`config.mk`:
```
export PLATFORM = sky130hd
export DESIGN_NAME = uart_dual_ring_buffer_unit
export DESIGN_NICKNAME = d
export VERILOG_FILES = /design/src/hdl/uartrb_pkg.sv /design/src/hdl/uartrb_front.sv /design/src/hdl/uartrb_back.sv /design/src/hdl/uart_dual_ring_buffer_unit.sv
export VERILOG_INCLUDE_DIRS = /design/src /design/src/hdl
export SDC_FILE = /design/constraint.sdc
export NUM_CORES = 1
export LEC_CHECK = 0
export BUFFER_PORTS_ARGS = -buffer_cell sky130_fd_sc_hd__buf_2
export CAP_MARGIN = 10
export CORE_ASPECT_RATIO = 1.2
export CORE_MARGIN = 10
export CORE_UTILIZATION = 30
export DETAILED_ROUTE_END_ITERATION = 12
export SLEW_MARGIN = 20
export SYNTH_ARGS = -nofsm -noshare
export SYNTH_HDL_FRONTEND = slang
export SYNTH_SLANG_ARGS = --single-unit
```
`constraint.sdc`:
```
create_clock -name clock -period 4.5 [get_ports clock]
set_input_delay 0.9 -clock clock [delete_from_list [all_inputs] [get_ports clock]]
set_output_delay 0.9 -clock clock [all_outputs]
set_load 0.02 [all_outputs]
```
`src/hdl/uart_dual_ring_buffer_unit_assert.svh`:
```
// assertion macros of the serial port ring buffer, used by the back end
`ifndef UART_DUAL_RING_BUFFER_UNIT_ASSERT_SVH
`define UART_DUAL_RING_BUFFER_UNIT_ASSERT_SVH

// check a property on every clock edge outside reset
`define UARTRB_ASSERT(name, clk, rst, prop, msg) \
   name: assert property (@(posedge clk) disable iff (rst) (prop)) else $error(msg);

// check a property on every clock edge, reset included
`define UARTRB_ASSERT_ALWAYS(name, clk, prop, msg) \
   name: assert property (@(posedge clk) (prop)) else $error(msg);

`endif

```
`src/hdl/uartrb_pkg.sv`:
```
// types, constants and helpers of the serial port ring buffer
package uartrb_pkg;

   localparam int RING_DEPTH = 64;
   localparam int PTR_W      = $clog2(RING_DEPTH);
   localparam int CNT_W      = 6;
   localparam int CNT_MAX    = 63;
   localparam int QDEPTH     = 2;
   localparam int QIDX_W     = 1;
   localparam int QCNT_W     = 2;

   // receive count reported when the receive ring is full
   localparam logic [CNT_W-1:0] RX_FULL_CNT =
      CNT_W'((RING_DEPTH - 1 > CNT_MAX) ? CNT_MAX : RING_DEPTH - 1);

   typedef enum logic [1:0] {
      EV_HOST_WRITE = 2'd0,
      EV_HOST_READ  = 2'd1,
      EV_RX_BYTE    = 2'd2,
      EV_TX_EMPTY   = 2'd3
   } event_type;

   typedef struct packed {
      logic [1:0] req_type;
      logic [7:0] data_byte;
   } req_item_type;

   typedef struct packed {
      logic             write_accepted;
      logic             read_valid;
      logic [7:0]       read_data;
      logic             rx_dropped;
      logic             tx_valid;
      logic [7:0]       tx_byte;
      logic             tx_irq_enabled;
      logic [CNT_W-1:0] rx_count;
   } rsp_item_type;

   // classified item as held in the queue
   typedef struct packed {
      event_type  ev;
      logic [7:0] data;
   } cmd_type;

   // queue head as seen by the back end
   typedef struct packed {
      logic    valid;
      cmd_type cmd;
   } link_type;

   // advance a ring pointer with wrap
   function automatic logic [PTR_W-1:0] ring_next(input logic [PTR_W-1:0] p);
      logic [PTR_W-1:0] r;
      if (p == PTR_W'(RING_DEPTH - 1)) begin
         r = '0;
      end else begin
         r = p + PTR_W'(1);
      end
      return r;
   endfunction

   // fill count of a ring, saturated to the count width
   function automatic logic [CNT_W-1:0] ring_fill(input logic [PTR_W-1:0] w,
                                                  input logic [PTR_W-1:0] r);
      logic [PTR_W:0]   diff;
      logic [31:0]      wide;
      logic [CNT_W-1:0] res;
      if (w >= r) begin
         diff = {1'b0, w} - {1'b0, r};
      end else begin
         diff = {1'b0, w} + (PTR_W+1)'(RING_DEPTH) - {1'b0, r};
      end
      wide = 32'(diff);
      if (wide > 32'(CNT_MAX)) begin
         res = CNT_W'(CNT_MAX);
      end else begin
         res = wide[CNT_W-1:0];
      end
      return res;
   endfunction

endpackage

```
`src/hdl/uartrb_front.sv`:
```
// front end: takes items, classifies them and queues them for the back end
module uartrb_front (
   input  logic                     clock,
   input  logic                     reset,
   input  logic                     start,
   output logic                     busy,
   input  uartrb_pkg::req_item_type req_item,
   output uartrb_pkg::link_type     link
);

   uartrb_pkg::cmd_type                 slot_ff [uartrb_pkg::QDEPTH];
   logic [uartrb_pkg::QIDX_W-1:0]       wr_idx_ff, wr_idx_in;
   logic [uartrb_pkg::QIDX_W-1:0]       rd_idx_ff, rd_idx_in;
   logic [uartrb_pkg::QCNT_W-1:0]       count_ff, count_in;
   logic                                push;
   logic                                pop;
   uartrb_pkg::cmd_type                 cmd;

   // classify the incoming item
   always_comb begin
      cmd.ev   = uartrb_pkg::event_type'(req_item.req_type);
      cmd.data = req_item.data_byte;
   end

   // handshake: back end drains the head every cycle it is valid
   assign busy = (count_ff == uartrb_pkg::QCNT_W'(uartrb_pkg::QDEPTH));
   assign push = start && !busy;
   assign pop  = (count_ff != '0);

   assign link.valid = pop;
   assign link.cmd   = slot_ff[rd_idx_ff];

   // queue index and count update
   always_comb begin
      wr_idx_in = wr_idx_ff;
      rd_idx_in = rd_idx_ff;
      count_in  = count_ff;
      if (push) begin
         wr_idx_in = wr_idx_ff + uartrb_pkg::QIDX_W'(1);
      end
      if (pop) begin
         rd_idx_in = rd_idx_ff + uartrb_pkg::QIDX_W'(1);
      end
      if (push && !pop) begin
         count_in = count_ff + uartrb_pkg::QCNT_W'(1);
      end else if (pop && !push) begin
         count_in = count_ff - uartrb_pkg::QCNT_W'(1);
      end
   end

   always_ff @(posedge clock) begin
      if (reset) begin
         wr_idx_ff <= '0;
         rd_idx_ff <= '0;
         count_ff  <= '0;
      end else begin
         wr_idx_ff <= wr_idx_in;
         rd_idx_ff <= rd_idx_in;
         count_ff  <= count_in;
      end
   end

   // queue storage
   always_ff @(posedge clock) begin
      if (push) begin
         slot_ff[wr_idx_ff] <= cmd;
      end
   end

endmodule

```
`src/hdl/uartrb_back.sv`:
```
// back end: ring pointers, ring memories and result register
`include "uart_dual_ring_buffer_unit_assert.svh"

module uartrb_back (
   input  logic                     clock,
   input  logic                     reset,
   input  uartrb_pkg::link_type     link,
   output logic                     rsp_strobe,
   output uartrb_pkg::rsp_item_type rsp_item
);

   logic [7:0]                   tx_store_ff [uartrb_pkg::RING_DEPTH];
   logic [7:0]                   rx_store_ff [uartrb_pkg::RING_DEPTH];
   logic [uartrb_pkg::PTR_W-1:0] tx_wr_ptr_ff, tx_wr_ptr_in;
   logic [uartrb_pkg::PTR_W-1:0] tx_rd_ptr_ff, tx_rd_ptr_in;
   logic [uartrb_pkg::PTR_W-1:0] rx_wr_ptr_ff, rx_wr_ptr_in;
   logic [uartrb_pkg::PTR_W-1:0] rx_rd_ptr_ff, rx_rd_ptr_in;
   logic                         irq_en_ff, irq_en_in;
   logic [uartrb_pkg::PTR_W-1:0] tx_nxt;
   logic [uartrb_pkg::PTR_W-1:0] rx_nxt;
   logic                         tx_we, tx_re, rx_we, rx_re;
   logic                         wr_ok, rd_ok, dropped, tx_ok;

   logic                         valid_ff;
   logic                         wr_ok_ff, rd_ok_ff, dropped_ff, tx_ok_ff;
   logic [7:0]                   tx_data_ff, rx_data_ff;
   logic [uartrb_pkg::CNT_W-1:0] cnt_ff, cnt_in;

   assign tx_nxt = uartrb_pkg::ring_next(tx_wr_ptr_ff);
   assign rx_nxt = uartrb_pkg::ring_next(rx_wr_ptr_ff);

   // carry out the item at the queue head
   always_comb begin
      tx_wr_ptr_in = tx_wr_ptr_ff;
      tx_rd_ptr_in = tx_rd_ptr_ff;
      rx_wr_ptr_in = rx_wr_ptr_ff;
      rx_rd_ptr_in = rx_rd_ptr_ff;
      irq_en_in    = irq_en_ff;
      tx_we        = 1'b0;
      tx_re        = 1'b0;
      rx_we        = 1'b0;
      rx_re        = 1'b0;
      wr_ok        = 1'b0;
      rd_ok        = 1'b0;
      dropped      = 1'b0;
      tx_ok        = 1'b0;
      if (link.valid) begin
         case (link.cmd.ev)
            uartrb_pkg::EV_HOST_WRITE: begin
               if (tx_nxt != tx_rd_ptr_ff) begin
                  tx_we        = 1'b1;
                  tx_wr_ptr_in = tx_nxt;
                  irq_en_in    = 1'b1;
                  wr_ok        = 1'b1;
               end
            end
            uartrb_pkg::EV_HOST_READ: begin
               if (rx_wr_ptr_ff != rx_rd_ptr_ff) begin
                  rx_re        = 1'b1;
                  rx_rd_ptr_in = uartrb_pkg::ring_next(rx_rd_ptr_ff);
                  rd_ok        = 1'b1;
               end
            end
            uartrb_pkg::EV_RX_BYTE: begin
               if (rx_nxt != rx_rd_ptr_ff) begin
                  rx_we        = 1'b1;
                  rx_wr_ptr_in = rx_nxt;
               end else begin
                  dropped = 1'b1;
               end
            end
            uartrb_pkg::EV_TX_EMPTY: begin
               if (irq_en_ff) begin
                  if (tx_wr_ptr_ff != tx_rd_ptr_ff) begin
                     tx_re        = 1'b1;
                     tx_rd_ptr_in = uartrb_pkg::ring_next(tx_rd_ptr_ff);
                     tx_ok        = 1'b1;
                  end else begin
                     irq_en_in = 1'b0;
                  end
               end
            end
            default: begin
               irq_en_in = irq_en_ff;
            end
         endcase
      end
   end

   // receive fill after this item
   assign cnt_in = uartrb_pkg::ring_fill(rx_wr_ptr_in, rx_rd_ptr_in);

   // pointer, enable and result control registers
   always_ff @(posedge clock) begin
      if (reset) begin
         tx_wr_ptr_ff <= '0;
         tx_rd_ptr_ff <= '0;
         rx_wr_ptr_ff <= '0;
         rx_rd_ptr_ff <= '0;
         irq_en_ff    <= 1'b0;
         valid_ff     <= 1'b0;
      end else begin
         tx_wr_ptr_ff <= tx_wr_ptr_in;
         tx_rd_ptr_ff <= tx_rd_ptr_in;
         rx_wr_ptr_ff <= rx_wr_ptr_in;
         rx_rd_ptr_ff <= rx_rd_ptr_in;
         irq_en_ff    <= irq_en_in;
         valid_ff     <= link.valid;
      end
   end

   // result payload registers
   always_ff @(posedge clock) begin
      wr_ok_ff   <= wr_ok;
      rd_ok_ff   <= rd_ok;
      dropped_ff <= dropped;
      tx_ok_ff   <= tx_ok;
      cnt_ff     <= cnt_in;
   end

   // transmit ring memory
   always_ff @(posedge clock) begin
      if (tx_we) begin
         tx_store_ff[tx_wr_ptr_ff] <= link.cmd.data;
      end
      if (tx_re) begin
         tx_data_ff <= tx_store_ff[tx_rd_ptr_ff];
      end
   end

   // receive ring memory
   always_ff @(posedge clock) begin
      if (rx_we) begin
         rx_store_ff[rx_wr_ptr_ff] <= link.cmd.data;
      end
      if (rx_re) begin
         rx_data_ff <= rx_store_ff[rx_rd_ptr_ff];
      end
   end

   // result item
   assign rsp_strobe              = valid_ff;
   assign rsp_item.write_accepted = wr_ok_ff;
   assign rsp_item.read_valid     = rd_ok_ff;
   assign rsp_item.read_data      = rd_ok_ff ? rx_data_ff : 8'h00;
   assign rsp_item.rx_dropped     = dropped_ff;
   assign rsp_item.tx_valid       = tx_ok_ff;
   assign rsp_item.tx_byte        = tx_ok_ff ? tx_data_ff : 8'h00;
   assign rsp_item.tx_irq_enabled = irq_en_ff;
   assign rsp_item.rx_count       = cnt_ff;

   // every popped item yields a result in the next cycle
   `UARTRB_ASSERT(a_pop_gives_rsp, clock, reset, link.valid |=> rsp_strobe,
                  "popped item produced no result")
   // at most one event flag per result
   `UARTRB_ASSERT(a_one_flag, clock, reset,
                  rsp_strobe |-> $onehot0({wr_ok_ff, rd_ok_ff, dropped_ff, tx_ok_ff}),
                  "more than one event flag in a result")
   // an accepted write leaves the interrupt enable set
   `UARTRB_ASSERT(a_write_sets_irq, clock, reset,
                  (rsp_strobe && wr_ok_ff) |-> irq_en_ff,
                  "accepted write without interrupt enable")
   // a drop only happens with the receive ring full
   `UARTRB_ASSERT(a_drop_when_full, clock, reset,
                  (rsp_strobe && dropped_ff) |-> (cnt_ff == uartrb_pkg::RX_FULL_CNT),
                  "receive byte dropped with room left")

endmodule

```
`src/hdl/uart_dual_ring_buffer_unit.sv`:
```
// top level of the serial port transmit and receive ring buffer
//
// Input channel: an item (event kind and data byte) is taken at a rising
// edge with start high and busy low. Kinds: host write, host read, byte
// received, transmit register empty.
// Result channel: one result per item, shown on rsp_item for exactly one
// cycle with rsp_strobe high; the receiver takes it at the end of that cycle
// and cannot hold it off.
// Path: an item taken enters a two-entry queue, is executed by the back end
// from the queue head (pointer update, ring memory access) and its result is
// held in the back end's result registers while it is shown.
// Throughput: one item per cycle; the back end drains the queue head every
// cycle, so busy stays low in steady operation.
// Each ring holds RING_DEPTH-1 bytes; rx_count saturates at 63.
// Reset: clears all ring pointers, the transmit interrupt enable and the
// queue. Ring contents are not cleared and need no clearing pass.
module uart_dual_ring_buffer_unit (
   input  logic                     clock,
   input  logic                     reset,
   input  logic                     start,
   output logic                     busy,
   input  uartrb_pkg::req_item_type req_item,
   output logic                     rsp_strobe,
   output uartrb_pkg::rsp_item_type rsp_item
);

   uartrb_pkg::link_type link;

   // accept and classify
   uartrb_front u_front (
      .clock    (clock),
      .reset    (reset),
      .start    (start),
      .busy     (busy),
      .req_item (req_item),
      .link     (link)
   );

   // execute and report
   uartrb_back u_back (
      .clock      (clock),
      .reset      (reset),
      .link       (link),
      .rsp_strobe (rsp_strobe),
      .rsp_item   (rsp_item)
   );

endmodule

```
==> results of run 1 <==
layout by cell type, fill, tap and decap left out, drive strengths merged, types with 2 or more instances in the layout:
cell	n
or4	2
nand2b	8
maj3	2
o21ai	43
xnor2	18
clkinv	46
nor3	2
or4b	2
a31oi	6
or2	5
mux4	240
or3	15
clkinvlp	5
edfxtp	1060
inv	14
nand3	12
a41oi	2
clkbuf	137
nor2b	8
bufinv	12
o22a	3
or3b	4
o221ai	34
and2	19
buf	168
and4	3
o22ai	33
xor2	17
a221oi	2
a21oi	76
nand2	60
dfxtp	41
mux2i	103
nor2	163
and3	6
nand4	5
nand4b	2
ha	10
nand3b	8
mux2	43
power groups by stage:
stage / Combinational (uW) / Clock, uW / Sequential, uW
final: 2040 / 9030 / 12300
after global routing: 2200 / 9610 / 12300
after CTS: 2080 / 9190 / 12300
after detailed placement: 2070 / 0 / 12500
after global placement: 2000 / 0 / 12500
after floorplan: 1010 / 0 / 12500
path summary, 6_finish.rpt:
| kind | slack (ns) | depth (start not counted) | startpoint | to |
|---|---|---|---|---|
| worst max-delay path | 0.26 | 15 | u_back.rx_wr_ptr_ff[1] | u_back.cnt_ff[4] |
| worst min-delay path | 0.43 | 1 | req_item[5] | u_front.slot_ff[1][5] |
| worst max register to register | 0.26 | 15 | u_back.rx_wr_ptr_ff[1] | u_back.cnt_ff[4] |
| worst min register to register | 0.52 | 2 | u_front.count_ff[1] | u_front.count_ff[1] |
worst max-delay path, stage by stage, from the launching register on:
cell and delay [ns]:
dfxtp_1 0.44, ha_1 0.31, and3_1 0.24, a31oi_1 0.17, xnor2_2 0.26, nand4_2 0.22, and2_1 0.28, mux2i_1 0.17
ha_1 0.26, fa_1 0.43, nor2b_1 0.23, a211oi_1 0.07, o2111ai_1 0.24, o21ai_0 0.15, maj3_1 0.37, mux2_2 0.27
stage by stage:
step | area, um^2 | util [%] | cells
2_1_floorplan | 43710 | - | 2233
3_3_place_gp | 46730 | 32.25 | 4195
3_5_place_dp | 46730 | 32.25 | 4195
4_1_cts | 50280 | 34.69 | 4396
5_1_grt | 50290 | 34.70 | 4396
6_report | 50290 | 34.70 | 4396
final cells by class:
cell class	count	share of cell area (%)
clock inverter	64	1.219
inverter	13	0.09703
timing repair buffer	168	2.453
sequential	1101	64.96
multi-input combinational	976	20.61
tap	1937	4.819
clock buffer	137	5.837
what timing repair did:
item	in CTS	in global routing
hold buffers	0	0
endpoints found under the setup margin	0	5
resized for setup	0	4
state kept, by name, indices dropped and copies added (netlist names), 2 cells and up, named ones only:
name / flops
u_back.rx_rd_ptr_ff: 6
u_back.tx_data_ff: 8
u_back.rx_store_ff: 512
u_back.tx_store_ff: 512
u_back.rx_wr_ptr_ff: 6
u_back.tx_rd_ptr_ff: 6
u_front.count_ff: 2
u_front.slot_ff: 20
u_back.tx_wr_ptr_ff: 6
u_back.cnt_ff: 6
u_back.rx_data_ff: 8
cells by family after synthesis:
kind of cell / synth area share [%]
AOI/OAI and AO/OA: 3.183
buffers and inverters: 1.689
adders and majority gates: 0.3807
xor gates and xnor gates: 0.7013
and+or+nand+nor: 3.521
DFF: 74.69
muxes: 15.83
metal layers:
| layer | vias to the layer above | global-route usage (%) | wire, um |
|---|---|---|---|
| li1 | 9363 | - | - |
| met1 | 11285 | 16.47 | 44240 |
| met2 | 516 | 20.39 | 50080 |
| met3 | 150 | 1.752 | 4221 |
| met4 | 2 | 3.442 | 2678 |
| met5 | - | 0 | 7 |
synth_stat cells (2+ instances only):
master	n	area (um^2)
a21oi_1	74	370.4
o22a_1	3	26.28
a41oi_1	2	17.52
ha_1	10	125.1
nand3b_1	8	60.06
mux2i_1	103	1031
nor2_1	163	611.8
nand4_1	4	25.02
or3_1	15	93.84
and3_1	6	37.54
buf_6	10	112.6
o221ai_1	34	297.8
nand4b_1	2	17.52
or4b_2	2	20.02
nor2b_1	8	50.05
mux2_2	43	484.2
or2_2	3	18.77
buf_4	8	60.06
and4_1	3	26.28
buf_2	38	190.2
nand3_1	11	55.05
nand2b_1	8	50.05
o21ai_0	43	215.2
or4_1	2	15.01
mux4_2	240	5405
dfxtp_1	41	820.8
or3b_2	3	26.28
inv_1	12	45.04
xor2_1	17	148.9
xnor2_1	18	157.7
a31oi_1	6	37.54
or2_1	2	12.51
edfxtp_1	1060	31830
buf_1	21	78.83
o22ai_1	33	206.5
clkbuf_1	66	247.7
nand2_1	60	225.2
and2_1	19	118.9
==> reports/metrics.yaml, run 1 <==
clock_network:
  clockBufferDepth: 3
  clock_latency_ns: 0.67
  cts_sinks: 1101
  clkTransAtPathRegs_ns: 0.06
  post-cts-setup-buffer-count: 0
  clockRootBuffer: "clkbuf_16"
  cts_buffers: 108
  cts_tree: "built"
  htreeDepth: 3
power:
  power_frac_seq_pct: 52.6
  power_uw: 23350
  p_switching_uw: 5418
  combPwrFrac_pct: 8.7
  powerDensity_nw_per_um2: 464.4
  internal_power_uw: 17930
  ir_drop_mv: 0.5707
  power_frac_clock_pct: 38.7
  p_sw_share_pct: 23.20
  power_leakage_uw: 0.01508
global_route:
  grt_pass1_wl_um: 149300
  track_usage_pct: 12.19
  grt_pass1_vias: 21650
  antenna_found_initial: 4
  grt_max_degree: 73
  grt.overflow.total: 0
synth:
  ys_seq_area_share_pct: 74.69
  synth-edff-count: 1060
  synth_nets: 2257
  ys_seq_elements: 1101
  yosysWarnings: 0
  avgSynthCellArea_um2: 19.58
  synthArstFlopShare_pct: 0
  synthDistinctLibCells: 70
  syn-cell-area_um2: 43710
  syn_inst: 2233
  synth_ff_type: "edfxtp_1"
floorplanning:
  start_util_pct: 30.16
  design.die.area_um2: 161400
  rows: 153
  core-area_um2: 144900
  fp.dieH_um: 438.2
  ioPinCount: 42
  die_w_um: 368.5
critical_path:
  cp.required_ns: 5.04
  path_max_fanout: 6
  arrival_ns: 4.78
  crit_type: "flip-flop to flip-flop"
  cp-start-kind: "flip-flop"
  end_kind: "flip-flop"
flow_run:
  cap_viol_max_count: 0
final_layout:
  regArea_um2: 32670
  diodes: 0
  finalNetCount: 2392
  area_delta_synth_final_pct: 15.05
  drive_gt1_share_pct: 25.90
  fill_cells: 13505
  multiInputGateArea_um2: 10370
timing:
  tightest_slew_ns: 1.027
  min_period_over_period_pct: 94.24
  fmax_ghz: 0.2358
  holdWs_ns: 0.4330
  final-setup-viol-count: 0
  period_needed_ns: 4.241
  final_max_slew_viol_count: 0
  fin_ws_ns: 0.2593
  fin_setup_tns_ns: 0
  slew_headroom_pct: 31.54
  clock_skew_ns: 0.02580
  final_hold_viol_count: 0
place:
  gp_congestion: 0.8491
  portBuffers: 41
  place_ws_ns: 0.1987
  dp_hpwl_um: 63510
routing:
  via_per_inst: 4.849
  drt-initial-drc-count: 2006
  first_pass_iters: 5
  drc_errors: 0
  vias: 21316
  postRouteAntennaNets: 0
  wl_um: 101200
  avgRoutedWirePerCell_um: 23.03
min_path:
  hp-class: "input port to flip-flop"
outcome:
  status: "finished clean"
No activity file was read; power rests on OpenSTA's default activity.
==> run 2: changes to the inputs <==
--- a/config.mk
+++ b/config.mk
@@ -11,8 +11,10 @@
 export CORE_ASPECT_RATIO = 1.2
 export CORE_MARGIN = 10
 export CORE_UTILIZATION = 30
+export CTS_BUF_LIST = sky130_fd_sc_hd__clkbuf_4 sky130_fd_sc_hd__clkbuf_8 sky130_fd_sc_hd__clkbuf_16
 export DETAILED_ROUTE_END_ITERATION = 12
 export SLEW_MARGIN = 20
 export SYNTH_ARGS = -nofsm -noshare
 export SYNTH_HDL_FRONTEND = slang
 export SYNTH_SLANG_ARGS = --single-unit
+export TNS_END_PERCENT = 100
==> reports/metrics.yaml, run 2 (synthesis results as in run 1) <==
floorplanning:
  core-area_um2: 144900
  start_util_pct: 30.16
  die_w_um: 368.5
  rows: 153
  fp.dieH_um: 438.2
  ioPinCount: 42
  design.die.area_um2: 161400
final_layout:
  drive_gt1_share_pct: 26.72
  layout_common_cells: "edfxtp_1, mux4_2, nor2_1"
  stdcell_count: 4396
  area_delta_synth_final_pct: 15.22
  largest_registers: "u_back.rx_store_ff x512, u_back.tx_store_ff x512, u_front.slot_ff x20"
  final_common_cell: "edfxtp_1"
  finalNetCount: 2392
  final_util_pct: 34.76
  diodes: 0
min_path:
  hp-class: "input port to flip-flop"
clock_network:
  clkTransAtPathRegs_ns: 0.07
  clock_latency_ns: 0.67
  cts_sinks: 1101
  cts_tree: "built"
  htreeDepth: 3
  cts_hold_buf: 0
  post-cts-setup-buffer-count: 0
  cts_buffers: 108
  clockRootBuffer: "clkbuf_16"
  ctsResizeCount: 0
  clockBufferDepth: 3
routing:
  avgRoutedWirePerCell_um: 23.05
  vias: 21371
  drc_errors: 0
  first_pass_iters: 5
  drt-initial-drc-count: 1954
  via_per_inst: 4.861
  postRouteAntennaNets: 0
  wl_um: 101300
global_route:
  antenna_found_initial: 4
  track_usage_pct: 12.19
  grt_max_degree: 73
  grt.overflow.total: 0
  grt_pass1_wl_um: 149400
  grt_pass1_vias: 21653
critical_path:
  cp.required_ns: 5.04
  end_kind: "flip-flop"
  crit_start: "u_back.rx_wr_ptr_ff[1]"
  cp_slowest_cell: "dfxtp_1"
  cp_cell_sequence: "ha_1, and3_1, a31oi_1, xnor2_2, nand4_2, and2_1, mux2i_1, ha_1, fa_1, nor2b_1, a211oi_1, o2111ai_1, o21ai_0, maj3_1, mux2_2"
  reg2reg_setup_slack_ns: 0.27
  arrival_ns: 4.76
  rr_worst_depth: 15
  r2r-end: "u_back.cnt_ff[4]"
  path_max_fanout: 6
  crit_type: "flip-flop to flip-flop"
  max_stage_delay_ns: 0.45
  endpoint: "u_back.cnt_ff[4]"
  crit_path_frequent_cell: "ha_1"
  cp-start-kind: "flip-flop"
  r2r_start: "u_back.rx_wr_ptr_ff[1]"
timing:
  tightest_slew_ns: 1.027
  slew_headroom_pct: 31.53
  clock_skew_ns: 0.02536
  period_needed_ns: 4.226
  fmax_ghz: 0.2367
  final_hold_viol_count: 0
  fin_setup_tns_ns: 0
  holdWs_ns: 0.4349
  fin_ws_ns: 0.2744
  final_max_slew_viol_count: 0
  final-setup-viol-count: 0
  min_period_over_period_pct: 93.90
outcome:
  status: "finished clean"
place:
  gp_congestion: 0.8491
  dp_cells: 4195
  place_ws_ns: 0.1987
  portBuffers: 41
  dp_hpwl_um: 63510
power:
  ir_drop_mv: 0.5680
  power_leakage_uw: 0.01515
  powerDensity_nw_per_um2: 466.1
flow_run:
  cap_viol_max_count: 0
-- run 2: cell counts in the layout (fill, tap and decap cells not counted) --
Identical to the previous run, type by type.
-- run 2: worst min path at each step --
stage                                 end  slack (ns)                 from  cells past startpoint
floorplan                u_back.irq_en_ff        0.46     u_back.irq_en_ff                      2
global placement      u_front.count_ff[1]        0.48  u_front.count_ff[1]                      2
finish              u_front.slot_ff[1][5]        0.43          req_item[5]                      1
CTS                 u_front.slot_ff[1][5]        0.39          req_item[5]                      1
detailed placement    u_front.count_ff[1]        0.50  u_front.count_ff[1]                      2
global route        u_front.slot_ff[1][5]        0.40          req_item[5]                      1
-- run 2: power by group --
| group | internal, uW | total (uW) | switching (uW) | leakage [uW] |
|---|---|---|---|---|
| sequential | 12200 | 12300 | 60.2 | 0.00987 |
| clock | 5400 | 9160 | 3760 | 0.00180 |
| combinational | 438 | 2040 | 1600 | 0.00348 |
| total | 18100 | 23500 | 5420 | 0.0152 |
-- run 2: final cells by class --
class | count | area, um^2
clock buffer | 137 | 3010
clock inverter | 64 | 613.1
fill | 13494 | 94550
inverter | 13 | 48.80
multi-input combinational | 976 | 10370
sequential | 1101 | 32670
tap | 1937 | 2424
timing repair buffer | 168 | 1234
-- run 2: worst max-delay path, delay by kind of cell (launching register included) --
family	cells	cell delay (ns)
flip-flops	1	0.45
AO/OA/AOI/OAI	4	0.61
XOR/XNOR	1	0.25
AND/OR/NAND/NOR	4	0.97
multiplexers	2	0.44
adder cells (fa/ha/maj)	4	1.37
-- run 2: stage by stage --
step	area, um^2	power, uW
final	50370	23470
after global routing	50370	24220
after CTS	50350	23670
after detailed placement	46730	14560
after global placement	46730	14490
after floorplan	43710	13540
-- run 2: metal layers --
layer	wire, um	global-route usage [%]	vias to the layer above
met1	44070	16.49	11288
met4	2693	3.442	2
met2	50090	20.37	560
met3	4482	1.752	154
met5	9	0	-
li1	-	-	9367
==> run 3: changes to the inputs <==
--- a/config.mk
+++ b/config.mk
@@ -6,13 +6,13 @@
 export SDC_FILE = /design/constraint.sdc
 export NUM_CORES = 1
 export LEC_CHECK = 0
-export BUFFER_PORTS_ARGS = -buffer_cell sky130_fd_sc_hd__buf_2
 export CAP_MARGIN = 10
 export CORE_ASPECT_RATIO = 1.2
 export CORE_MARGIN = 10
-export CORE_UTILIZATION = 30
+export CORE_UTILIZATION = 50
 export CTS_BUF_LIST = sky130_fd_sc_hd__clkbuf_4 sky130_fd_sc_hd__clkbuf_8 sky130_fd_sc_hd__clkbuf_16
 export DETAILED_ROUTE_END_ITERATION = 12
+export DONT_BUFFER_PORTS = 1
 export SLEW_MARGIN = 20
 export SYNTH_ARGS = -nofsm -noshare
 export SYNTH_HDL_FRONTEND = slang
==> reports/metrics.yaml, run 3 (synthesis results as in run 1) <==
outcome:
  status: "finished clean"
clock_network:
  clockRootBuffer: "clkbuf_16"
  cts_tree: "built"
  cts_hold_buf: 0
  cts_sinks: 1101
  cts_buffers: 104
  htreeDepth: 3
  clockBufferDepth: 3
  clkTransAtPathRegs_ns: 0.07
  ctsResizeCount: 0
  post-cts-setup-buffer-count: 0
  clock_latency_ns: 0.68
timing:
  fmax_ghz: 0.2416
  tightest_slew_ns: 1.096
  final-setup-viol-count: 0
  clock_skew_ns: 0.02425
  fin_ws_ns: 0.3617
  final_max_slew_viol_count: 0
  min_period_over_period_pct: 91.96
  slew_headroom_pct: 26.91
  final_hold_viol_count: 0
  holdWs_ns: 0.3018
  rsz0062_at_grt: "false"
  fin_setup_tns_ns: 0
  period_needed_ns: 4.138
routing:
  wl_met2_um: 51490
  wl_met3_um: 4499
  postRouteAntennaNets: 0
  drc_errors: 0
  vias: 20947
  via_per_inst: 5.988
  drt-initial-drc-count: 1870
  wl_um: 97670
  top_layer_used: "met4"
  first_pass_iters: 5
  wl_met1_um: 39220
  avgRoutedWirePerCell_um: 27.92
power:
  powerDensity_nw_per_um2: 471.5
  ir_drop_mv: 0.3886
  power_leakage_uw: 0.01455
final_layout:
  finalNetCount: 2296
  fill_cells: 6580
  largest_registers: "u_back.rx_store_ff x512, u_back.tx_store_ff x512, u_front.slot_ff x20"
  final_common_cell: "edfxtp_1"
  final_util_pct: 56.12
  multiInputGateArea_um2: 10370
  diodes: 0
  drive_gt1_share_pct: 23.20
  area_delta_synth_final_pct: 11.07
  regArea_um2: 32670
  layout_common_cells: "edfxtp_1, mux4_2, nor2_1"
  stdcell_count: 3498
critical_path:
  arrival_ns: 4.70
  cp_slowest_cell: "a2111oi_4"
  cp.required_ns: 5.06
  crit_type: "flip-flop to flip-flop"
  cp_top_family: "compound AO/OA/AOI/OAI gates"
  path_max_fanout: 13
  path_buf_inv: 2
  end_kind: "flip-flop"
  cp-start-kind: "flip-flop"
  cp_cell_sequence: "buf_4, and3_1, a311oi_1, a2111oi_4, nand4_2, and2_1, mux2i_2, inv_1, ha_1, nor2b_1, o21ai_0, a211oi_1, o2111ai_2, o21ai_0, maj3_1, mux2_2"
  crit_path_frequent_cell: "o21ai_0"
  max_stage_delay_ns: 0.45
global_route:
  antenna_found_initial: 0
  grt_pass1_wl_um: 145300
  grt_max_degree: 110
  track_usage_pct: 19.42
  grt.overflow.total: 0
  grt_pass1_vias: 21379
place:
  gp_congestion: 0.8316
  place_ws_ns: 0.1167
  dp_hpwl_um: 60920
  dp_cells: 3306
  portBuffers: 0
floorplanning:
  rows: 118
  fp.dieH_um: 343.9
  ioPinCount: 42
  die_w_um: 289.9
  start_util_pct: 50.52
  core-area_um2: 86520
  design.die.area_um2: 99700
flow_run:
  cap_viol_max_count: 0
min_path:
  hp-class: "input port to flip-flop"
run 3: cell types whose count changed in the layout (fill, tap and decap cells not counted), sizes merged:
cell,previous run,this run
clkbuf,137,127
clkinv,46,51
buf,168,76
inv,14,16
clkinvlp,5,1
bufinv,12,10
run 3: final timing paths:
check	start	to	slack, ns	depth (start not counted)
min	reset	u_back.tx_rd_ptr_ff[1]	0.30	1
max	u_back.rx_wr_ptr_ff[0]	u_back.cnt_ff[4]	0.36	16
max reg2reg	u_back.rx_wr_ptr_ff[0]	u_back.cnt_ff[4]	0.36	16
min reg2reg	u_front.count_ff[1]	u_front.count_ff[1]	0.50	2
run 3: power by group:
part | leakage [uW] | internal (uW) | switching (uW)
combinational | 0.00299 | 401 | 1470
sequential | 0.00987 | 12200 | 89.9
clock | 0.00169 | 5000 | 3710
run 3: layout make-up:
cell class | count | share of cell area (%)
Sequential cell | 1101 | 67.29
Multi-Input combinational cell | 976 | 21.35
Inverter | 13 | 0.1005
Timing Repair Buffer | 76 | 1.304
Clock inverter | 65 | 1.255
Tap cell | 1140 | 2.938
Clock buffer | 127 | 5.765
run 3: layer usage:
metal / global-route usage (%) / vias up
li1: - / 9176
met1: 24.65 / 11125
met2: 34.26 / 536
met3: 2.810 / 110
met4: 6.062 / 0
met5: 0 / -
run 3: stage by stage:
step	power (uW)	cell area, um^2
floorplan	13540	43710
global placement	14340	45130
detailed placement	14440	45130
CTS	23090	48540
global route	23660	48550
finish	22890	48550
